===== src/design/cmdf_pkg.sv =====
// ----------------------------------------------------------------------------
// cmdf_pkg: shared types and constants of the cross mean denoise filter
// Sizes, field widths, register indexes and the records that move between
// the front end, the queue, the line store fetch and the result emitter.
// ----------------------------------------------------------------------------
package cmdf_pkg;

  // Frame size limits
  localparam int MAX_WIDTH  = 256;
  localparam int MAX_HEIGHT = 256;

  localparam int COL_W  = $clog2(MAX_WIDTH);
  localparam int ROW_W  = $clog2(MAX_HEIGHT);
  localparam int WCNT_W = COL_W + 1;
  localparam int HCNT_W = ROW_W + 1;

  // Field widths
  localparam int PIX_W  = 8;
  localparam int TAG_W  = 8;
  localparam int SIZE_W = 9;

  // Configuration port
  localparam int CFG_ADDR_W = 1;
  localparam logic [CFG_ADDR_W-1:0] REG_WIDTH  = 1'b0;
  localparam logic [CFG_ADDR_W-1:0] REG_HEIGHT = 1'b1;
  localparam logic [SIZE_W-1:0] WIDTH_RESET  = 9'd256;
  localparam logic [SIZE_W-1:0] HEIGHT_RESET = 9'd256;

  // Stream packing
  localparam int IN_DATA_W  = 2 * PIX_W;
  localparam int OUT_DATA_W = PIX_W + 2 * TAG_W;

  // Cross sum and division by five (multiply by reciprocal, exact up to 5*255)
  localparam int CROSS_POINTS = 5;
  localparam int SUM_W        = $clog2(CROSS_POINTS * (2 ** PIX_W - 1) + 1);
  localparam int DIV5_SHIFT   = 18;
  localparam int DIV5_MUL_W   = 16;
  localparam logic [DIV5_MUL_W-1:0] DIV5_MUL =
    DIV5_MUL_W'((2 ** DIV5_SHIFT) / CROSS_POINTS + 1);
  localparam int PROD_W = SUM_W + DIV5_MUL_W;

  // Line store: two row banks
  localparam int LS_DEPTH = 2 * MAX_WIDTH;
  localparam int LS_AW    = $clog2(LS_DEPTH);

  // Queue between front end and fetch
  localparam int QUEUE_DEPTH = 4;
  localparam int QPTR_W      = $clog2(QUEUE_DEPTH);
  localparam int QCNT_W      = $clog2(QUEUE_DEPTH + 1);

  // One classified pixel
  typedef struct packed {
    logic [PIX_W-1:0] px;        // noisy pixel
    logic [PIX_W-1:0] prev;      // noisy pixel before it
    logic [ROW_W-1:0] row;
    logic [COL_W-1:0] col;
    logic             r_ge1;
    logic             r_ge2;
    logic             last_row;
    logic             c_ge1;
    logic             c_ge2;
    logic             c_last;
  } cmdf_item_t;

  // Pixel plus its neighbors fetched from the line store.
  // Rows: top = r-2, mid = r-1, bottom = r (current).
  typedef struct packed {
    cmdf_item_t       item;
    logic [PIX_W-1:0] mc;        // mid row, column c
    logic [PIX_W-1:0] tc;        // top row, column c
    logic [PIX_W-1:0] ml;        // mid row, column c-1
    logic [PIX_W-1:0] mr;        // mid row, column c+1
    logic [PIX_W-1:0] bl;        // bottom row, column c-2
  } cmdf_rec_t;

endpackage


===== src/design/cmdf_front.sv =====
// ----------------------------------------------------------------------------
// cmdf_front: input acceptance and raster classification
// Holds the size registers and the raster position, forms the noisy pixel
// and tags each transaction with its position and border flags.
// ----------------------------------------------------------------------------
module cmdf_front (
  input  logic                             clk,
  input  logic                             rst_n,
  input  logic                             cfg_wr_en,
  input  logic [cmdf_pkg::CFG_ADDR_W-1:0]  cfg_addr,
  input  logic [cmdf_pkg::SIZE_W-1:0]      cfg_wdata,
  input  logic                             in_tvalid,
  output logic                             in_tready,
  input  logic [cmdf_pkg::IN_DATA_W-1:0]   in_tdata,
  input  logic                             q_full,
  output logic                             q_push,
  output cmdf_pkg::cmdf_item_t             q_item
);

  logic [cmdf_pkg::SIZE_W-1:0]  width_r;
  logic [cmdf_pkg::SIZE_W-1:0]  height_r;
  logic [cmdf_pkg::ROW_W-1:0]   row_r;
  logic [cmdf_pkg::COL_W-1:0]   col_r;
  logic [cmdf_pkg::PIX_W-1:0]   prev_r;
  logic [cmdf_pkg::ROW_W-1:0]   row_nxt;
  logic [cmdf_pkg::COL_W-1:0]   col_nxt;

  logic [cmdf_pkg::WCNT_W-1:0]  w;
  logic [cmdf_pkg::HCNT_W-1:0]  h;
  logic [cmdf_pkg::WCNT_W-1:0]  cc;
  logic [cmdf_pkg::WCNT_W-1:0]  cc1;
  logic [cmdf_pkg::HCNT_W-1:0]  rr;
  logic [cmdf_pkg::HCNT_W-1:0]  rr1;
  logic [cmdf_pkg::PIX_W-1:0]   px;
  logic                         accept;

  // Size registers
  always_ff @(posedge clk) begin
    if (!rst_n) begin
      width_r  <= cmdf_pkg::WIDTH_RESET;
      height_r <= cmdf_pkg::HEIGHT_RESET;
    end else if (cfg_wr_en) begin
      unique case (cfg_addr)
        cmdf_pkg::REG_WIDTH:  width_r  <= cfg_wdata;
        cmdf_pkg::REG_HEIGHT: height_r <= cfg_wdata;
        default: ;
      endcase
    end
  end

  // Clamp sizes: zero acts as one, large values saturate
  always_comb begin
    if (width_r == '0) begin
      w = cmdf_pkg::WCNT_W'(1);
    end else if (32'(width_r) > cmdf_pkg::MAX_WIDTH) begin
      w = cmdf_pkg::WCNT_W'(cmdf_pkg::MAX_WIDTH);
    end else begin
      w = cmdf_pkg::WCNT_W'(width_r);
    end
    if (height_r == '0) begin
      h = cmdf_pkg::HCNT_W'(1);
    end else if (32'(height_r) > cmdf_pkg::MAX_HEIGHT) begin
      h = cmdf_pkg::HCNT_W'(cmdf_pkg::MAX_HEIGHT);
    end else begin
      h = cmdf_pkg::HCNT_W'(height_r);
    end
  end

  // Resolve the position of this pixel and the next one
  always_comb begin
    cc = {1'b0, col_r};
    rr = {1'b0, row_r};
    if (cc >= w) begin
      cc = '0;
      rr = rr + 1'b1;
    end
    if (rr >= h) begin
      rr = '0;
    end
    cc1 = cc + 1'b1;
    rr1 = rr + 1'b1;
    if (cc1 >= w) begin
      col_nxt = '0;
      row_nxt = (rr1 >= h) ? '0 : rr1[cmdf_pkg::ROW_W-1:0];
    end else begin
      col_nxt = cc1[cmdf_pkg::COL_W-1:0];
      row_nxt = rr[cmdf_pkg::ROW_W-1:0];
    end
  end

  assign px = in_tdata[cmdf_pkg::PIX_W-1:0] +
              in_tdata[cmdf_pkg::IN_DATA_W-1:cmdf_pkg::PIX_W];

  assign in_tready = !q_full;
  assign accept    = in_tvalid && !q_full;
  assign q_push    = accept;

  // Classified transaction
  always_comb begin
    q_item.px       = px;
    q_item.prev     = prev_r;
    q_item.row      = rr[cmdf_pkg::ROW_W-1:0];
    q_item.col      = cc[cmdf_pkg::COL_W-1:0];
    q_item.r_ge1    = (rr != '0);
    q_item.r_ge2    = (rr >= cmdf_pkg::HCNT_W'(2));
    q_item.last_row = (rr1 == h);
    q_item.c_ge1    = (cc != '0);
    q_item.c_ge2    = (cc >= cmdf_pkg::WCNT_W'(2));
    q_item.c_last   = (cc1 == w);
  end

  // Advance the raster position
  always_ff @(posedge clk) begin
    if (!rst_n) begin
      row_r  <= '0;
      col_r  <= '0;
      prev_r <= '0;
    end else if (accept) begin
      row_r  <= row_nxt;
      col_r  <= col_nxt;
      prev_r <= px;
    end
  end

endmodule


===== config.mk =====
export PLATFORM = sky130hd
export DESIGN_NAME = cmdf_front
export DESIGN_NICKNAME = d
export VERILOG_FILES = /design/src/design/cmdf_pkg.sv /design/src/design/cmdf_front.sv
export SDC_FILE = /design/constraint.sdc
export NUM_CORES = 1
export LEC_CHECK = 0
export BUFFER_PORTS_ARGS = -buffer_cell sky130_fd_sc_hd__buf_2
export CORE_ASPECT_RATIO = 1.25
export CORE_MARGIN = 4
export CORE_UTILIZATION = 50
export DETAILED_ROUTE_END_ITERATION = 10
export MAX_ROUTING_LAYER = met4
export PLACE_DENSITY = 0.73
export REMOVE_ABC_BUFFERS = 1
export SYNTH_ARGS = -nofsm -noshare
export SYNTH_HDL_FRONTEND = slang
export SYNTH_SLANG_ARGS = --single-unit

===== constraint.sdc =====
create_clock -name clk -period 19 [get_ports clk]
set_clock_uncertainty 0.05 [all_clocks]
set_input_delay 0.95 -clock clk [delete_from_list [all_inputs] [get_ports clk]]
set_output_delay 0.95 -clock clk [all_outputs]
set_load 0.05 [all_outputs]

# Yosys cells after proc, flatten, opt, wreduce, memory -nomap -nowiden
# Index checks and enable logic that the tools add are counted.
# W data, S select, Z words.
dict set report op_classes {
  n_reduce_logical 8
  muxes 10
  n_lt_le_gt_ge 8
  add_sub_neg 4
  bitwise_logic 1
  eq_ne 2
}
# cell count
set ops {}
lappend ops {{$mux W9} 6}
lappend ops {{$mux W8} 4}
lappend ops {{$ge A9 B9 Y1} 3}
lappend ops {{$add A9 B1 Y9 const B} 2}
lappend ops {{$eq A9 B9 Y1} 2}
lappend ops {{$ge A9 B2 Y1 const B} 2}
lappend ops {{$gt A9 B9 Y1 const B} 2}
lappend ops {{$logic_not A9 Y1} 2}
lappend ops {{$reduce_bool A9 Y1} 2}
lappend ops {{$add A8 B1 Y9 const B} 1}
lappend ops {{$ge A8 B9 Y1} 1}
lappend ops {{$add A8 B8 Y8} 1}
lappend ops {{$reduce_and A2 Y1} 2}
lappend ops {{$logic_and A1 B1 Y1} 1}
lappend ops {{$logic_not A1 Y1} 1}
lappend ops {{$not A1 Y1} 1}
dict set report word_totals {
  input_bits 31
  register_bits 42
  out_inout_bits 40
  word_cells 38
}

# Logic depth before layout (Yosys ltp)
dict set report depth {
  ltp_word 11
  depth_mapped 30
}

# Worst setup path before layout
# OpenSTA, ideal clock, no wires.
dict set report synth_timing {
  kind {register -> output}
  from {reg width_r[8] (netlist name)}
  to {out q_item[3] (netlist name)}
  path_stages_with_launch 24
  arrival_time_ns 6.444
  required_ns 18.000
  path_slack_ns 11.556
  path_cell_list {dfxtp_1 clkinv_1 nand2_1 ha_1 a211oi_1 o32ai_2 a21oi_2 buf_2 or3_1 nand2_1 ha_1 a211oi_1 nor2_1 a2111oi_0 o21bai_1 nor2_1 ha_1 inv_1 a221oi_2 mux2i_1 inv_1 ha_1 nand4_1 nor3_1}
}
# element line_no
set synth_rtl {}
lappend synth_rtl {{from (decl)} cmdf_front.sv:20} ;# logic [cmdf_pkg::SIZE_W-1:0] width_r;
lappend synth_rtl {{from (signal assigned)} cmdf_front.sv:40} ;# width_r <= cmdf_pkg::WIDTH_RESET;
lappend synth_rtl {{from (signal assigned)} cmdf_front.sv:44} ;# cmdf_pkg::REG_WIDTH: width_r <= cfg_wdata;
lappend synth_rtl {{to (decl)} cmdf_front.sv:17} ;# output cmdf_pkg::cmdf_item_t q_item

==> summary.md <==
| Metric | Value |
|---|---|
| Status | `completed` |
| Fin Hold WS | `0.4117 ns` |
| Clk_lat worst skew | `~0.32 ns` |
| Post-Synth Adder-Cell Area | `approximately 17%` |
| H-tree depth | `2` |
| Final Max Tran Viols | `0` |
| Top-count cell post-synth | `nand2_1` |
| Post-DRT Antenna Nets | `0` |
| First-pass GRT wire length | `16410 µm` |
| Clock Tree Buf Depth | `2` |
| Worst Path Max Fanout | `26` |
| I/O pins | `approximately 70` |
| Total of max-cap violations | `0` |
| Final Hold Viols | `0` |
| Post-CTS sizing | `0` |
| Worst vdd ir | `approximately 0.000035 V` |
| Comb pwr share | `35.5%` |
| DR pass1 iterations | `5` |
| CP Launch Type | `register` |
| Share of synthesized registers carrying an async set or reset | `0%` |
| Data required, critical path | `around 18 ns` |
| Biggest area consumer among synthesized cells | `dfxtp_1` |
| CTS sink count | `42` |
| Via count | `roughly 3.8k` |
| Mapped Cells | `~480` |
| Synth Area in XOR/XNOR | `under 10%` |
| Synth cell types | `68` |
| Final Critical Period | `7.214 ns` |
| Sw Ratio | `41.84%` |
| TNS Setup | `0 ns` |
| Synth Area in Simple Gates | `25.95%` |
| Worst-Margin Slew | `approximately 0.96 ns` |
| Post-DR vias/cell | `5.939` |
| CTS clk-pin slew, worst paths | `0.10 ns` |
| Die area | `8676 µm²` |
| Top cells by area, synth | `dfxtp_1 (23%), ha_1 (17%), nand2_1 (9.4%)` |
| # rows | `34` |
| PortBufs | `70` |
| Clock share of power | `26.4%` |
| Max Clk Rate | `approximately 140 MHz` |
| Int Power | `around 0.00015 W` |
| Net Sw Power | `0.0001056 W` |
| Hold buffer count at cts | `0` |
| Top cell type's share of synthesized area | `23.22%` |
| Worst slew margin | `35.11%` |
| Drt drc | `0` |
| Sequential Power Share | `about two fifths` |
| Setup CP Type | `register to output pin` |
| Initial antenna violation count | `0` |
| Layout cells sized above 1 | `between 10% and 20%` |
| Cell area after synthesis | `3621 µm²` |
| Pleak | `about 1.9 nW` |
| Syn Area/Cell | `about 7.5 µm²` |
| Hold WC Path Type | `register to register` |
| Largest net degree at the start of global routing | `38` |
| Post-synth EDFFs | `0` |
| Final Setup Violations | `0` |
| Avg WL per Cell | `between 15 and 20 µm` |
| Primary FF master, synth | `dfxtp_1` |
| Fraction of synthesized area in multiplexers | `1.106%` |
| CP Capture Type | `output pin` |
| Initial core utilization | `between 50% and 60%` |
| Main combinational cell family by area after synthesis | `simple AND/OR/NAND/NOR gates` |
| Layout area overhead | `14.03%` |
| Period utilisation layout | `between 30% and 40%` |
| Post CTS Setup Buffer Count | `0` |
| Vias in the first global route | `around 3.6k` |
| Layout net count | `about 630` |
| Ant. Diodes | `0` |
| CTS tree | `yes` |
| GR Util All Layers | `between 20 and 25%` |
| YS warnings | `0` |
| RSZ-0062 raised after global routing | `no` |
| DIE WIDTH | `84.12 µm` |
| Die height | `roughly 100 µm` |
| DR iter-0 viols | `~260` |
| Core box area | `about 7000 µm²` |
| Sequential area share after synthesis | `23.22%` |
| GPL Wtd Cong | `around 0.96` |
| DP HPWL | `about 8000 µm` |
| Yosys reg bits | `42` |
| GRT overflow | `0` |
| Compound-cell area share of the yosys netlist | `between 20% and 30%` |
| Root buffer cell | `clkbuf_8` |
| Most instantiated cells after synthesis | `nand2_1 (91), ha_1 (49), dfxtp_1 (42), a21oi_1 (41), nor2_1 (31)` |
| Total CTS buffers | `5` |
| Pwr Density | `a little over 60 nW/µm²` |
| Worst EP arrival | `6.21 ns` |
| Drt total wl | `just over 10000 µm` |
==> logic make-up after synthesis <==
| family | count (synthesis) |
|---|---|
| AND/OR/NAND/NOR | 198 |
| AO/OA/AOI/OAI | 118 |
| buffers and inverters | 52 |
| adder cells (fa/ha/maj) | 50 |
| flip-flops | 42 |
| XOR/XNOR | 19 |
| multiplexers | 4 |
==> placed cells by master, fill, tap and decap left out, drive strengths merged, types with 2 or more instances in the layout <==
cell type,synthesis,final
a2111oi,5,5
o211ai,4,4
or2,5,5
mux2i,4,4
nand2b,3,3
nor3,12,12
o21ba,2,2
nand4,7,7
nor4,6,6
or3,4,4
inv,31,33
a221oi,2,2
and3,3,3
nand2,91,91
o311ai,2,2
a21oi,43,43
o21a,4,4
clkbuf,12,5
nor2,32,32
nand3b,4,4
a211oi,12,12
nand4b,2,2
and2,6,6
xnor2,14,14
nand3,11,11
ha,49,49
o21ai,16,16
a21o,5,5
xor2,5,5
a31o,2,2
clkinv,2,3
a31oi,2,2
dfxtp,42,42
nor2b,6,6
a22oi,4,4
buf,7,73
o31ai,3,3
==> flip-flops by register name, summed over array words and instances (netlist names) <==
name / cells
col_r: 8
prev_r: 8
height_r: 9
row_r: 8
width_r: 9
==> worst max-delay path: stages (launching register included) <==
cell       delay [ns]
dfxtp_1          0.40
clkinv_1         0.24
nand2_1          0.16
ha_1             0.16
a211oi_1         0.08
o32ai_2          0.34
a21oi_2          0.05
buf_4            0.22
nor4b_2          0.42
xnor2_1          0.23
inv_1            0.15
ha_1             0.32
and4_1           0.20
a2111oi_0        0.38
o21bai_1         0.12
buf_4            0.21
or2_2            0.35
inv_1            0.12
ha_1             0.18
o211ai_1         0.16
or4b_1           0.53
a21oi_1          0.19
ha_1             0.18
nand2_1          0.05
nor3_1           0.16
buf_2            0.29
==> final cells by class <==
cell class / instances / area [µm²]
clock buffers: 5 / 68.82
clock inverters: 3 / 28.78
fillers: 708 / 2890
inverters: 33 / 123.9
multi-input cells: 389 / 2581
flip-flops and latches: 42 / 840.8
well taps: 90 / 112.6
repair buffers: 73 / 372.9
==> power by group through the flow <==
| stage | Clock (W) | Sequential [W] | Combinational [W] |
|---|---|---|---|
| after floorplan | 0 | 0.000101 | 0.0000622 |
| after global placement | 0 | 0.0000980 | 0.0000876 |
| after detailed placement | 0 | 0.0000980 | 0.0000892 |
| after CTS | 0.0000683 | 0.0000960 | 0.0000896 |
| after global routing | 0.0000717 | 0.0000968 | 0.0000972 |
| final | 0.0000666 | 0.0000961 | 0.0000896 |
==> per-layer routing <==
layer,part of all wire [%],global-route usage [%],up-vias
met3,6.9,2.958,31
met5,0,-,-
met1,42,28.04,1726
li1,-,-,1840
met4,3.2,10.27,0
met2,48,42.16,174
==> stage by stage <==
stage | cells | instance area (µm²) | worst slack (ns) | util, % | total power [W]
floorplan | 464 | 3546 | 11.11 | - | 0.0001634
global placement | 627 | 4031 | 12.37 | 57.43 | 0.0001856
detailed placement | 627 | 4031 | 12.14 | 57.43 | 0.0001872
CTS | 635 | 4129 | 11.78 | 58.82 | 0.0002539
global route | 635 | 4129 | 11.37 | 58.82 | 0.0002656
finish | 635 | 4129 | 11.79 | 58.82 | 0.0002523
==> final timing paths <==
path	from	end	slack, ns	cells past startpoint
min reg2reg	prev_r[0]$_SDFFE_PN0P_	prev_r[0]$_SDFFE_PN0P_	0.41	2
max reg2reg	width_r[8]$_SDFFE_PN1P_	row_r[6]$_SDFFE_PN0P_	12.00	30
max	width_r[8]$_SDFFE_PN1P_	q_item[3]	11.79	25
min	prev_r[0]$_SDFFE_PN0P_	prev_r[0]$_SDFFE_PN0P_	0.41	2
(Power assumes the default switching activity.)
