--- src/design/cmdf_pkg.sv ---
// ----------------------------------------------------------------------------
// cmdf_pkg: shared types and constants of the cross mean denoise filter
// Sizes, field widths, register indexes and the records that move between
// the front end, the queue, the line store fetch and the result emitter.
// ----------------------------------------------------------------------------
package cmdf_pkg;

  // Frame size limits
  localparam int MAX_WIDTH  = 256;
  localparam int MAX_HEIGHT = 256;

  localparam int COL_W  = $clog2(MAX_WIDTH);
  localparam int ROW_W  = $clog2(MAX_HEIGHT);
  localparam int WCNT_W = COL_W + 1;
  localparam int HCNT_W = ROW_W + 1;

  // Field widths
  localparam int PIX_W  = 8;
  localparam int TAG_W  = 8;
  localparam int SIZE_W = 9;

  // Configuration port
  localparam int CFG_ADDR_W = 1;
  localparam logic [CFG_ADDR_W-1:0] REG_WIDTH  = 1'b0;
  localparam logic [CFG_ADDR_W-1:0] REG_HEIGHT = 1'b1;
  localparam logic [SIZE_W-1:0] WIDTH_RESET  = 9'd256;
  localparam logic [SIZE_W-1:0] HEIGHT_RESET = 9'd256;

  // Stream packing
  localparam int IN_DATA_W  = 2 * PIX_W;
  localparam int OUT_DATA_W = PIX_W + 2 * TAG_W;

  // Cross sum and division by five (multiply by reciprocal, exact up to 5*255)
  localparam int CROSS_POINTS = 5;
  localparam int SUM_W        = $clog2(CROSS_POINTS * (2 ** PIX_W - 1) + 1);
  localparam int DIV5_SHIFT   = 18;
  localparam int DIV5_MUL_W   = 16;
  localparam logic [DIV5_MUL_W-1:0] DIV5_MUL =
    DIV5_MUL_W'((2 ** DIV5_SHIFT) / CROSS_POINTS + 1);
  localparam int PROD_W = SUM_W + DIV5_MUL_W;

  // Line store: two row banks
  localparam int LS_DEPTH = 2 * MAX_WIDTH;
  localparam int LS_AW    = $clog2(LS_DEPTH);

  // Queue between front end and fetch
  localparam int QUEUE_DEPTH = 4;
  localparam int QPTR_W      = $clog2(QUEUE_DEPTH);
  localparam int QCNT_W      = $clog2(QUEUE_DEPTH + 1);

  // One classified pixel
  typedef struct packed {
    logic [PIX_W-1:0] px;        // noisy pixel
    logic [PIX_W-1:0] prev;      // noisy pixel before it
    logic [ROW_W-1:0] row;
    logic [COL_W-1:0] col;
    logic             r_ge1;
    logic             r_ge2;
    logic             last_row;
    logic             c_ge1;
    logic             c_ge2;
    logic             c_last;
  } cmdf_item_t;

  // Pixel plus its neighbors fetched from the line store.
  // Rows: top = r-2, mid = r-1, bottom = r (current).
  typedef struct packed {
    cmdf_item_t       item;
    logic [PIX_W-1:0] mc;        // mid row, column c
    logic [PIX_W-1:0] tc;        // top row, column c
    logic [PIX_W-1:0] ml;        // mid row, column c-1
    logic [PIX_W-1:0] mr;        // mid row, column c+1
    logic [PIX_W-1:0] bl;        // bottom row, column c-2
  } cmdf_rec_t;

endpackage

--- src/design/cmdf_queue.sv ---
// ----------------------------------------------------------------------------
// cmdf_queue: short queue of classified pixels
// Decouples the front end from the line store fetch so each can stall alone.
// ----------------------------------------------------------------------------
module cmdf_queue (
  input  logic                  clk,
  input  logic                  rst_n,
  input  logic                  push,
  input  cmdf_pkg::cmdf_item_t  push_item,
  output logic                  full,
  input  logic                  pop,
  output cmdf_pkg::cmdf_item_t  pop_item,
  output logic                  empty
);

  cmdf_pkg::cmdf_item_t          slot_r [cmdf_pkg::QUEUE_DEPTH];
  logic [cmdf_pkg::QPTR_W-1:0]   wr_ptr_r;
  logic [cmdf_pkg::QPTR_W-1:0]   rd_ptr_r;
  logic [cmdf_pkg::QCNT_W-1:0]   count_r;
  logic                          do_push;
  logic                          do_pop;

  assign full     = (count_r == cmdf_pkg::QCNT_W'(cmdf_pkg::QUEUE_DEPTH));
  assign empty    = (count_r == '0);
  assign do_push  = push && !full;
  assign do_pop   = pop && !empty;
  assign pop_item = slot_r[rd_ptr_r];

  // Store entries
  always_ff @(posedge clk) begin
    if (do_push) begin
      slot_r[wr_ptr_r] <= push_item;
    end
  end

  // Pointers and fill count
  always_ff @(posedge clk) begin
    if (!rst_n) begin
      wr_ptr_r <= '0;
      rd_ptr_r <= '0;
      count_r  <= '0;
    end else begin
      if (do_push) begin
        wr_ptr_r <= (wr_ptr_r == cmdf_pkg::QPTR_W'(cmdf_pkg::QUEUE_DEPTH - 1)) ?
                    '0 : wr_ptr_r + 1'b1;
      end
      if (do_pop) begin
        rd_ptr_r <= (rd_ptr_r == cmdf_pkg::QPTR_W'(cmdf_pkg::QUEUE_DEPTH - 1)) ?
                    '0 : rd_ptr_r + 1'b1;
      end
      if (do_push && !do_pop) begin
        count_r <= count_r + 1'b1;
      end else if (do_pop && !do_push) begin
        count_r <= count_r - 1'b1;
      end
    end
  end

  a_count_bound: assert property (@(posedge clk) disable iff (!rst_n)
    count_r <= cmdf_pkg::QCNT_W'(cmdf_pkg::QUEUE_DEPTH))
    else $error("queue count beyond depth");

endmodule

--- config.mk ---
export PLATFORM = sky130hd
export DESIGN_NAME = cmdf_queue
export DESIGN_NICKNAME = d
export VERILOG_FILES = /design/src/design/cmdf_pkg.sv /design/src/design/cmdf_queue.sv
export SDC_FILE = /design/constraint.sdc
export NUM_CORES = 1
export LEC_CHECK = 0
export BUFFER_PORTS_ARGS = -buffer_cell sky130_fd_sc_hd__buf_2
export CAP_MARGIN = 0
export CORE_ASPECT_RATIO = 1.2
export CORE_MARGIN = 2
export CORE_UTILIZATION = 51
export DETAILED_ROUTE_END_ITERATION = 12
export GPL_TIMING_DRIVEN = 0
export HOLD_SLACK_MARGIN = 0.06
export PLACE_DENSITY_LB_ADDON = 0.2
export SLEW_MARGIN = 15
export SYNTH_ARGS = -nofsm -noshare
export SYNTH_HDL_FRONTEND = slang
export SYNTH_SLANG_ARGS = --single-unit
export TNS_END_PERCENT = 10
--- constraint.sdc ---
create_clock -name clk -period 2.25 [get_ports clk]
set_input_delay 0.3375 -clock clk [delete_from_list [all_inputs] [get_ports clk]]
set_output_delay 0.3375 -clock clk [all_outputs]
set_load 0.02 [all_outputs]
# After elaboration in Yosys (flattened, before gate mapping)
# Memory sizes are Yosys's and may differ from the RTL's. A register that Yosys moved wholly into a read port is not among the register bits.
# Index checks and enable logic that the tools add are counted.
[word_totals]
reg_bits = 7
word_cells = 29
ramBits = 152
mem_count = 1
output_inout_bits = 40
[op_classes]
n_eq_ne = 3
addsub = 4
n_mux = 8
reduce_logical = 10
[memory_table]
columns = ["memory", "depth", "word_bits", "read_ports", "rd_clocked_by_memory_dff", "wr", "line_no", "text"]
rows = [
  ["slot_r", 4, 38, 1, 1, 1, "cmdf_queue.sv:16", "cmdf_pkg::cmdf_item_t slot_r [cmdf_pkg::QUEUE_DEPTH];"],
]
[op_table]
columns = ["op", "n"]
rows = [
  ["2-bit 2-to-1 mux", 4],
  ["3-bit 2-to-1 mux", 2],
  ["2-bit by 1-bit adder with 2-bit output (second input constant)", 2],
  ["2-bit == test (second input constant)", 2],
  ["1-bit logical AND", 4],
  ["1-bit zero test", 4],
  ["3-bit by 1-bit adder with 3-bit output (second input constant)", 1],
  ["3-bit == test (second input constant)", 1],
  ["3-bit zero test", 1],
  ["3-bit by 1-bit subtractor with 3-bit output (second input constant)", 1],
  ["1-bit 2-to-1 mux", 2],
  ["2-bit nonzero test", 1],
]

# Depth between registers and ports, before layout
# Gate-level depths: netlist (run 1).
[logic_depth]
word_depth = 7
depth_mapped = 9
ltp_nobuf = 8

# Least setup slack after synthesis (run 1)
# No wires, ideal clock.
[synth_timing]
path_kind = "register -> register"
startpoint = "register count_r[0] (netlist bit)"
endpoint = "memory slot_r[0][0] (netlist bit) (enable)"
setup_time_ns = 0.399
t_required_ns = 1.851
path_slack_ns = 0.094
arrival_time_ns = 1.758
stages_incl_launch_ff = 5
path_buffers = 1
path_cell_list = "dfxtp_1 > nor3b_2 > nor2b_1 > buf_2 > and2_1"
[synth_between]
elab_chain_cells = 5
[synth_rtl]
columns = ["item", "line_no", "text"]
rows = [
  ["from (decl)", "cmdf_queue.sv:19", "logic [cmdf_pkg::QCNT_W-1:0] count_r;"],
  ["from (signal assigned)", "cmdf_queue.sv:52", "count_r <= count_r + 1'b1;"],
  ["from (signal assigned)", "cmdf_queue.sv:54", "count_r <= count_r - 1'b1;"],
  ["3-bit == test", "cmdf_queue.sv:23", "assign full = (count_r == cmdf_pkg::QCNT_W'(cmdf_pkg::QUEUE_DEPTH));"],
  ["net full", "cmdf_queue.sv:10", "output logic full,"],
  ["1-bit zero test", "cmdf_queue.sv:25", "assign do_push = push && !full;"],
  ["1-bit logical AND", "cmdf_queue.sv:25", ""],
  ["net do_push", "cmdf_queue.sv:20", "logic do_push;"],
  ["1-bit 2-to-1 mux", "cmdf_queue.sv:31", "if (do_push) begin"],
  ["1-bit 2-to-1 mux (not written as such)", "cmdf_queue.sv:32", "slot_r[wr_ptr_r] <= push_item;"],
  ["to (decl)", "cmdf_queue.sv:16", ""],
]
# The timed path passes the listed nets, and every way through them passes these cells.

==> results of run 1 <==
[registers in the layout (all words and copies together) (netlist names), named ones only]
register and cells:
slot_r 152, wr_ptr_r 2, rd_ptr_r 2, count_r 3
[critical path: stages (launching register included)]
cell      delay [ns]
dfxtp_1         0.33
buf_2           0.27
clkbuf_4        0.31
mux4_2          0.34
buf_2           0.18
[report_power, final]
group | total [mW] | switching, mW | internal, mW
Combinational | 2.12 | 1.17 | 0.952
Clock | 3.06 | 1.09 | 1.97
Sequential | 3.78 | 0.122 | 3.66
[per-layer routing]
metal | global-route usage, % | vias up
met5 | 0 | -
met4 | 5.921 | 0
met3 | 5.296 | 8
met2 | 27.49 | 56
met1 | 22.01 | 1394
li1 | - | 1252
[cell type report]
| type | count | share of cell area [%] |
|---|---|---|
| repair buffers | 85 | 6.618 |
| clock buffers | 18 | 5.850 |
| plain buffers | 10 | 1.330 |
| well taps | 157 | 2.678 |
| multi-input cells | 75 | 15.74 |
| flip-flops and latches | 161 | 64.73 |
| clock inverters | 14 | 2.900 |
| inverters | 3 | 0.1535 |
[synth_stat cells (3+ instances only)]
| cell | count | area (sq um) |
|---|---|---|
| and2_1 | 5 | 31.28 |
| buf_2 | 4 | 20.02 |
| dfxtp_1 | 9 | 180.2 |
| edfxtp_1 | 152 | 4564 |
| ha_1 | 6 | 75.07 |
| inv_1 | 3 | 11.26 |
| mux2i_1 | 3 | 30.03 |
| mux4_2 | 38 | 855.8 |
| nand2_1 | 6 | 22.52 |
| o21ai_0 | 3 | 15.01 |
[stage by stage]
step / hold slack (ns) / cells
floorplan: 0.4364 / 249
global placement: 0.4792 / 487
detailed placement: 0.4949 / 491
CTS: 0.1193 / 523
global route: 0.1271 / 523
finish: 0.1392 / 523
[final timing paths]
check | slack [ns] | start | end | depth (start not counted)
worst max-delay path | 0.08 | flip-flop | pop_item[5] | 4
worst min-delay path | 0.14 | push_item[19] | slot_r[2][19]$_DFFE_PP_ | 1
worst max register to register | 0.13 | count_r[2]$_SDFFE_PN0P_ | count_r[2]$_SDFFE_PN0P_ | 9
worst min register to register | 0.50 | wr_ptr_r[1]$_SDFFE_PN0P_ | wr_ptr_r[1]$_SDFFE_PN0P_ | 2
[logic make-up (layout without fill, tap and decap cells)]
| group | Yosys count | count (layout) |
|---|---|---|
| flip-flops | 161 | 161 |
| XOR/XNOR | 2 | 2 |
| AO/OA/AOI/OAI | 5 | 5 |
| buffers and inverters | 13 | 130 |
| adder cells (fa/ha/maj) | 7 | 7 |
| AND/OR/NAND/NOR | 20 | 20 |
| multiplexers | 41 | 41 |
[timing repair]
item                       CTS  global route
pin swaps                    0             0
resized for setup            1             9
setup endpoints to repair    6            23
==> results.yml, run 1 <==
sta:
  tightest_slew_ns: 0.6321
  drv_slew: 0
  setup_viol: 0
  period_needed_ns: 2.171
  max_freq_mhz: 460.6
  rsz0062_at_grt: "true"
  worst_slack_ns: 0.07903
  final.period_utilization_pct: 96.49
  max_slew_margin_pct: 57.86
  skew_ns: 0.009587
  hold_viol: 0
  final.setup.tns_ns: 0
synthesis:
  syn_inst: 249
  ys_seq_elements: 161
  ys_types: 25
  yosys.area_share.simple_pct: 1.800
  ys_seq_area_share_pct: 79.36
  synth.cell_area_sq_um: 5978
  yosys_warnings: 0
  synth_top_family_by_area: "multiplexers"
  synth_ff_type: "edfxtp_1"
  synthAdderAreaFrac_pct: 1.591
  synth.net_count: 298
  synthMuxAreaShare_pct: 14.82
  synthArstFlopShare_pct: 0
  synth_edf_count: 152
  synth_compound_area_share_pct: 0.5023
  avgSynthCellArea_sq_um: 24.01
  synth_xor_area_share_pct: 0.2930
grt:
  grt_use_total_pct: 17.00
  first_global_vias: 2813
  grt_max_degree: 28
  grt_overflow: 0
  antenna_found_initial: 0
  grt_pass1_wl_um: 15080
outcome:
  outcome: "finished, final reports clean"
clocking:
  cts-root-buf: "clkbuf_16"
  cts_buffers: 17
  hold_buffers: 0
  cts.sinks: 161
  tritoncts: "done"
  path_clk_slew_ns: 0.06
  cts_buffer_depth: 2
  htreeDepth: 4
  cts_setup_buffers: 0
  insertion_delay_ns: 0.41
layout:
  post-route-util_pct: 63.71
  fillers: 836
  final_cell_mix: "edfxtp_1 (152), buf_2 (82), mux4_2 (38)"
  antennaDiodeCount: 0
  drive_above_1_share_pct: 46.72
  syn_to_final_growth_pct: 22.71
  multi_input_area_sq_um: 1155
  seq_area_sq_um: 4748
  finish.instance_area_sq_um: 7336
  layout_commonest_cell: "edfxtp_1"
  nets: 402
floorplanning:
  start_util_pct: 51.92
  io_pins: 82
  fp.coreArea_sq_um: 11510
  rows: 43
  die-area_sq_um: 12610
  die_h_um: 122.6
  die_w_um: 102.8
setup_path:
  worst-setup-path-type: "reg -> out"
  crit_required_ns: 1.91
  start_kind: "flip-flop"
  worstPathMaxFanout: 10
  cp.arrival_ns: 1.83
  worstSetupEndpointType: "output port"
placed_design:
  portBuffers: 81
  post-dp-hpwl_um: 6010
  placed_area_sq_um: 6665
  place_congestion: 0.7114
  dp_slack_ns: -0.08289
pwr:
  p_per_area_nw_per_um2: 1222
  irDropWorstVdd_mv: 0.6305
  cellLeakagePower_nw: 2.529
  power.total_mw: 8.962
hold_path:
  hold_class: "in -> reg"
routing:
  dr.pass1.iters: 4
  via_per_inst: 5.182
  post-route-drc-count: 0
  drtAntennaViolNets: 0
  wirelength_um: 9961
  vias: 2710
  highest_layer: "met4"
  dr_wl_met2_um: 5228
  dr.first_iter.drc_count: 120
  met1_length_um: 4201
  wl_met3_um: 427
  wl_per_cell_um: 19.05
run:
  maxCapViolations: 0
(Power assumes the default switching activity.)
==> run 2, diff against run 1 <==
--- a/config.mk
+++ b/config.mk
@@ -8,10 +8,8 @@
 export BUFFER_PORTS_ARGS = -buffer_cell sky130_fd_sc_hd__buf_2
 export CAP_MARGIN = 0
 export CORE_ASPECT_RATIO = 1.2
-export CORE_MARGIN = 2
 export CORE_UTILIZATION = 51
 export DETAILED_ROUTE_END_ITERATION = 12
-export GPL_TIMING_DRIVEN = 0
 export HOLD_SLACK_MARGIN = 0.06
 export PLACE_DENSITY_LB_ADDON = 0.2
 export SLEW_MARGIN = 15
==> run 2 against run 1 <==
Clock-buffer cell count did not move. Maximum frequency grew 3.0%. Utilization rose by 1.2 points. Setup slack improved by 0.063 ns. Power is 2.6% lower. Largest cell class unchanged. Die area decreased by 3.5%. Critical path depth is 1 lower. Via count increased by 1.4%. Routed wire length fell by 2.1%.
==> results.yml, run 2 (synthesis gave the netlist of run 1 again) <==
routing:
  vias: 2747
  via_per_inst: 5.273
  dr.first_iter.drc_count: 145
  drtAntennaViolNets: 0
  dr.pass1.iters: 4
  post-route-drc-count: 0
  wirelength_um: 9749
  wl_per_cell_um: 18.71
layout:
  nets: 403
  regMostFlops: "slot_r"
  post-route-util_pct: 64.95
  final_cell_mix: "edfxtp_1 (152), buf_2 (81), mux4_2 (38)"
  antennaDiodeCount: 0
  largest_registers: "slot_r x152, count_r x3"
  syn_to_final_growth_pct: 22.19
  layout_commonest_cell: "edfxtp_1"
  largest_reg_flops: 152
  drive_above_1_share_pct: 47.68
  fin_cells: 521
setup_path:
  slowest_delay_ns: 0.53
  crit_path_top_delay_cell: "mux4_2"
  cpLargestDelayFamily: "multiplexers"
  rrSetupSlack_ns: 0.21
  reg2regPathDepth: 7
  path_cells: "buf_12 > mux4_2 > buf_2"
  crit_cells: 3
  start_kind: "flip-flop"
  crit_required_ns: 1.91
  worstPathMaxFanout: 14
  worst-setup-path-type: "reg -> out"
  cp.arrival_ns: 1.77
  crit_buf_inv: 2
  worstSetupEndpointType: "output port"
hold_path:
  hold_path_depth: 1
  hold_class: "in -> reg"
sta:
  max_freq_mhz: 474.4
  max_slew_margin_pct: 72.96
  period_needed_ns: 2.108
  tightest_slew_ns: 0.4056
  hold_viol: 0
  final.setup.tns_ns: 0
  skew_ns: 0.007409
  final.period_utilization_pct: 93.69
  setup_viol: 0
  rsz0062_at_grt: "false"
  hold_slack_ns: 0.1357
  drv_slew: 0
floorplanning:
  fp.coreArea_sq_um: 11250
  start_util_pct: 53.16
  die_h_um: 120.6
  io_pins: 82
  die-area_sq_um: 12160
  rows: 42
  die_w_um: 100.8
grt:
  antenna_found_initial: 0
  grt_max_degree: 24
  grt_overflow: 0
  grt_use_total_pct: 17.99
  grt_pass1_wl_um: 15350
  first_global_vias: 2930
pwr:
  cellLeakagePower_nw: 2.509
  p_per_area_nw_per_um2: 1195
  irDropWorstVdd_mv: 0.6627
  power.total_mw: 8.727
clocking:
  tritoncts: "done"
  ctsResizeCount: 0
  cts_setup_buffers: 0
  cts-root-buf: "clkbuf_16"
  path_clk_slew_ns: 0.06
  cts_buffers: 17
  cts_buffer_depth: 2
  hold_buffers: 0
  htreeDepth: 4
  cts.sinks: 161
  insertion_delay_ns: 0.42
outcome:
  outcome: "finished, final reports clean"
placed_design:
  place_congestion: 0.6814
  dpl.cell_count: 489
  post-dp-hpwl_um: 6109
  portBuffers: 81
run:
  maxCapViolations: 0
==> run 2: per-stage QoR <==
step	worst slack, ns	area, sq um
2_1_floorplan	0.09350	5978
5_1_grt	0.02841	7305
3_3_place_gp	0.2593	6698
3_5_place_dp	0.1133	6698
6_report	0.1419	7305
4_1_cts	0.005631	7292
==> run 2: worst register-to-register path, cell delays in order, from the launching register on <==
cell,delay (ns)
dfxtp_2,0.35
o31ai_2,0.30
ha_1,0.23
inv_1,0.06
fa_1,0.38
xor2_1,0.18
or3_1,0.30
a21boi_0,0.17
==> run 2: layer usage <==
layer	global-route usage [%]	vias up	share of wire (%)
li1	-	1254	-
met3	5.491	11	3.8
met4	6.793	0	1.3
met1	22.90	1416	43
met2	29.20	66	52
met5	0	-	0
==> run 2: layout make-up <==
type / instances / area [sq um]
clock buffers: 18 / 429.2
clock inverters: 14 / 165.2
fillers: 799 / 3941
inverters: 3 / 11.26
multi-input cells: 75 / 1149
flip-flops and latches: 161 / 4752
well taps: 154 / 192.7
repair buffers: 96 / 605.6
==> run 2: report_power, final <==
part / leakage [nW] / internal (mW) / switching [mW]
Sequential: 1.47 / 3.66 / 0.141
Combinational: 0.760 / 0.952 / 1.14
Clock: 0.280 / 1.74 / 1.10
Total: 2.51 / 6.35 / 2.38
==> run 2: worst paths after layout <==
path / startpoint / end
hold / removal: push_item[12] / slot_r[1][12]$_DFFE_PP_
setup reg to reg: count_r[1]$_SDFFE_PN0P_ / count_r[2]$_SDFFE_PN0P_
hold reg to reg: rd_ptr_r[0]$_SDFFE_PN0P_ / flip-flop
setup / recovery: flip-flop / pop_item[30]
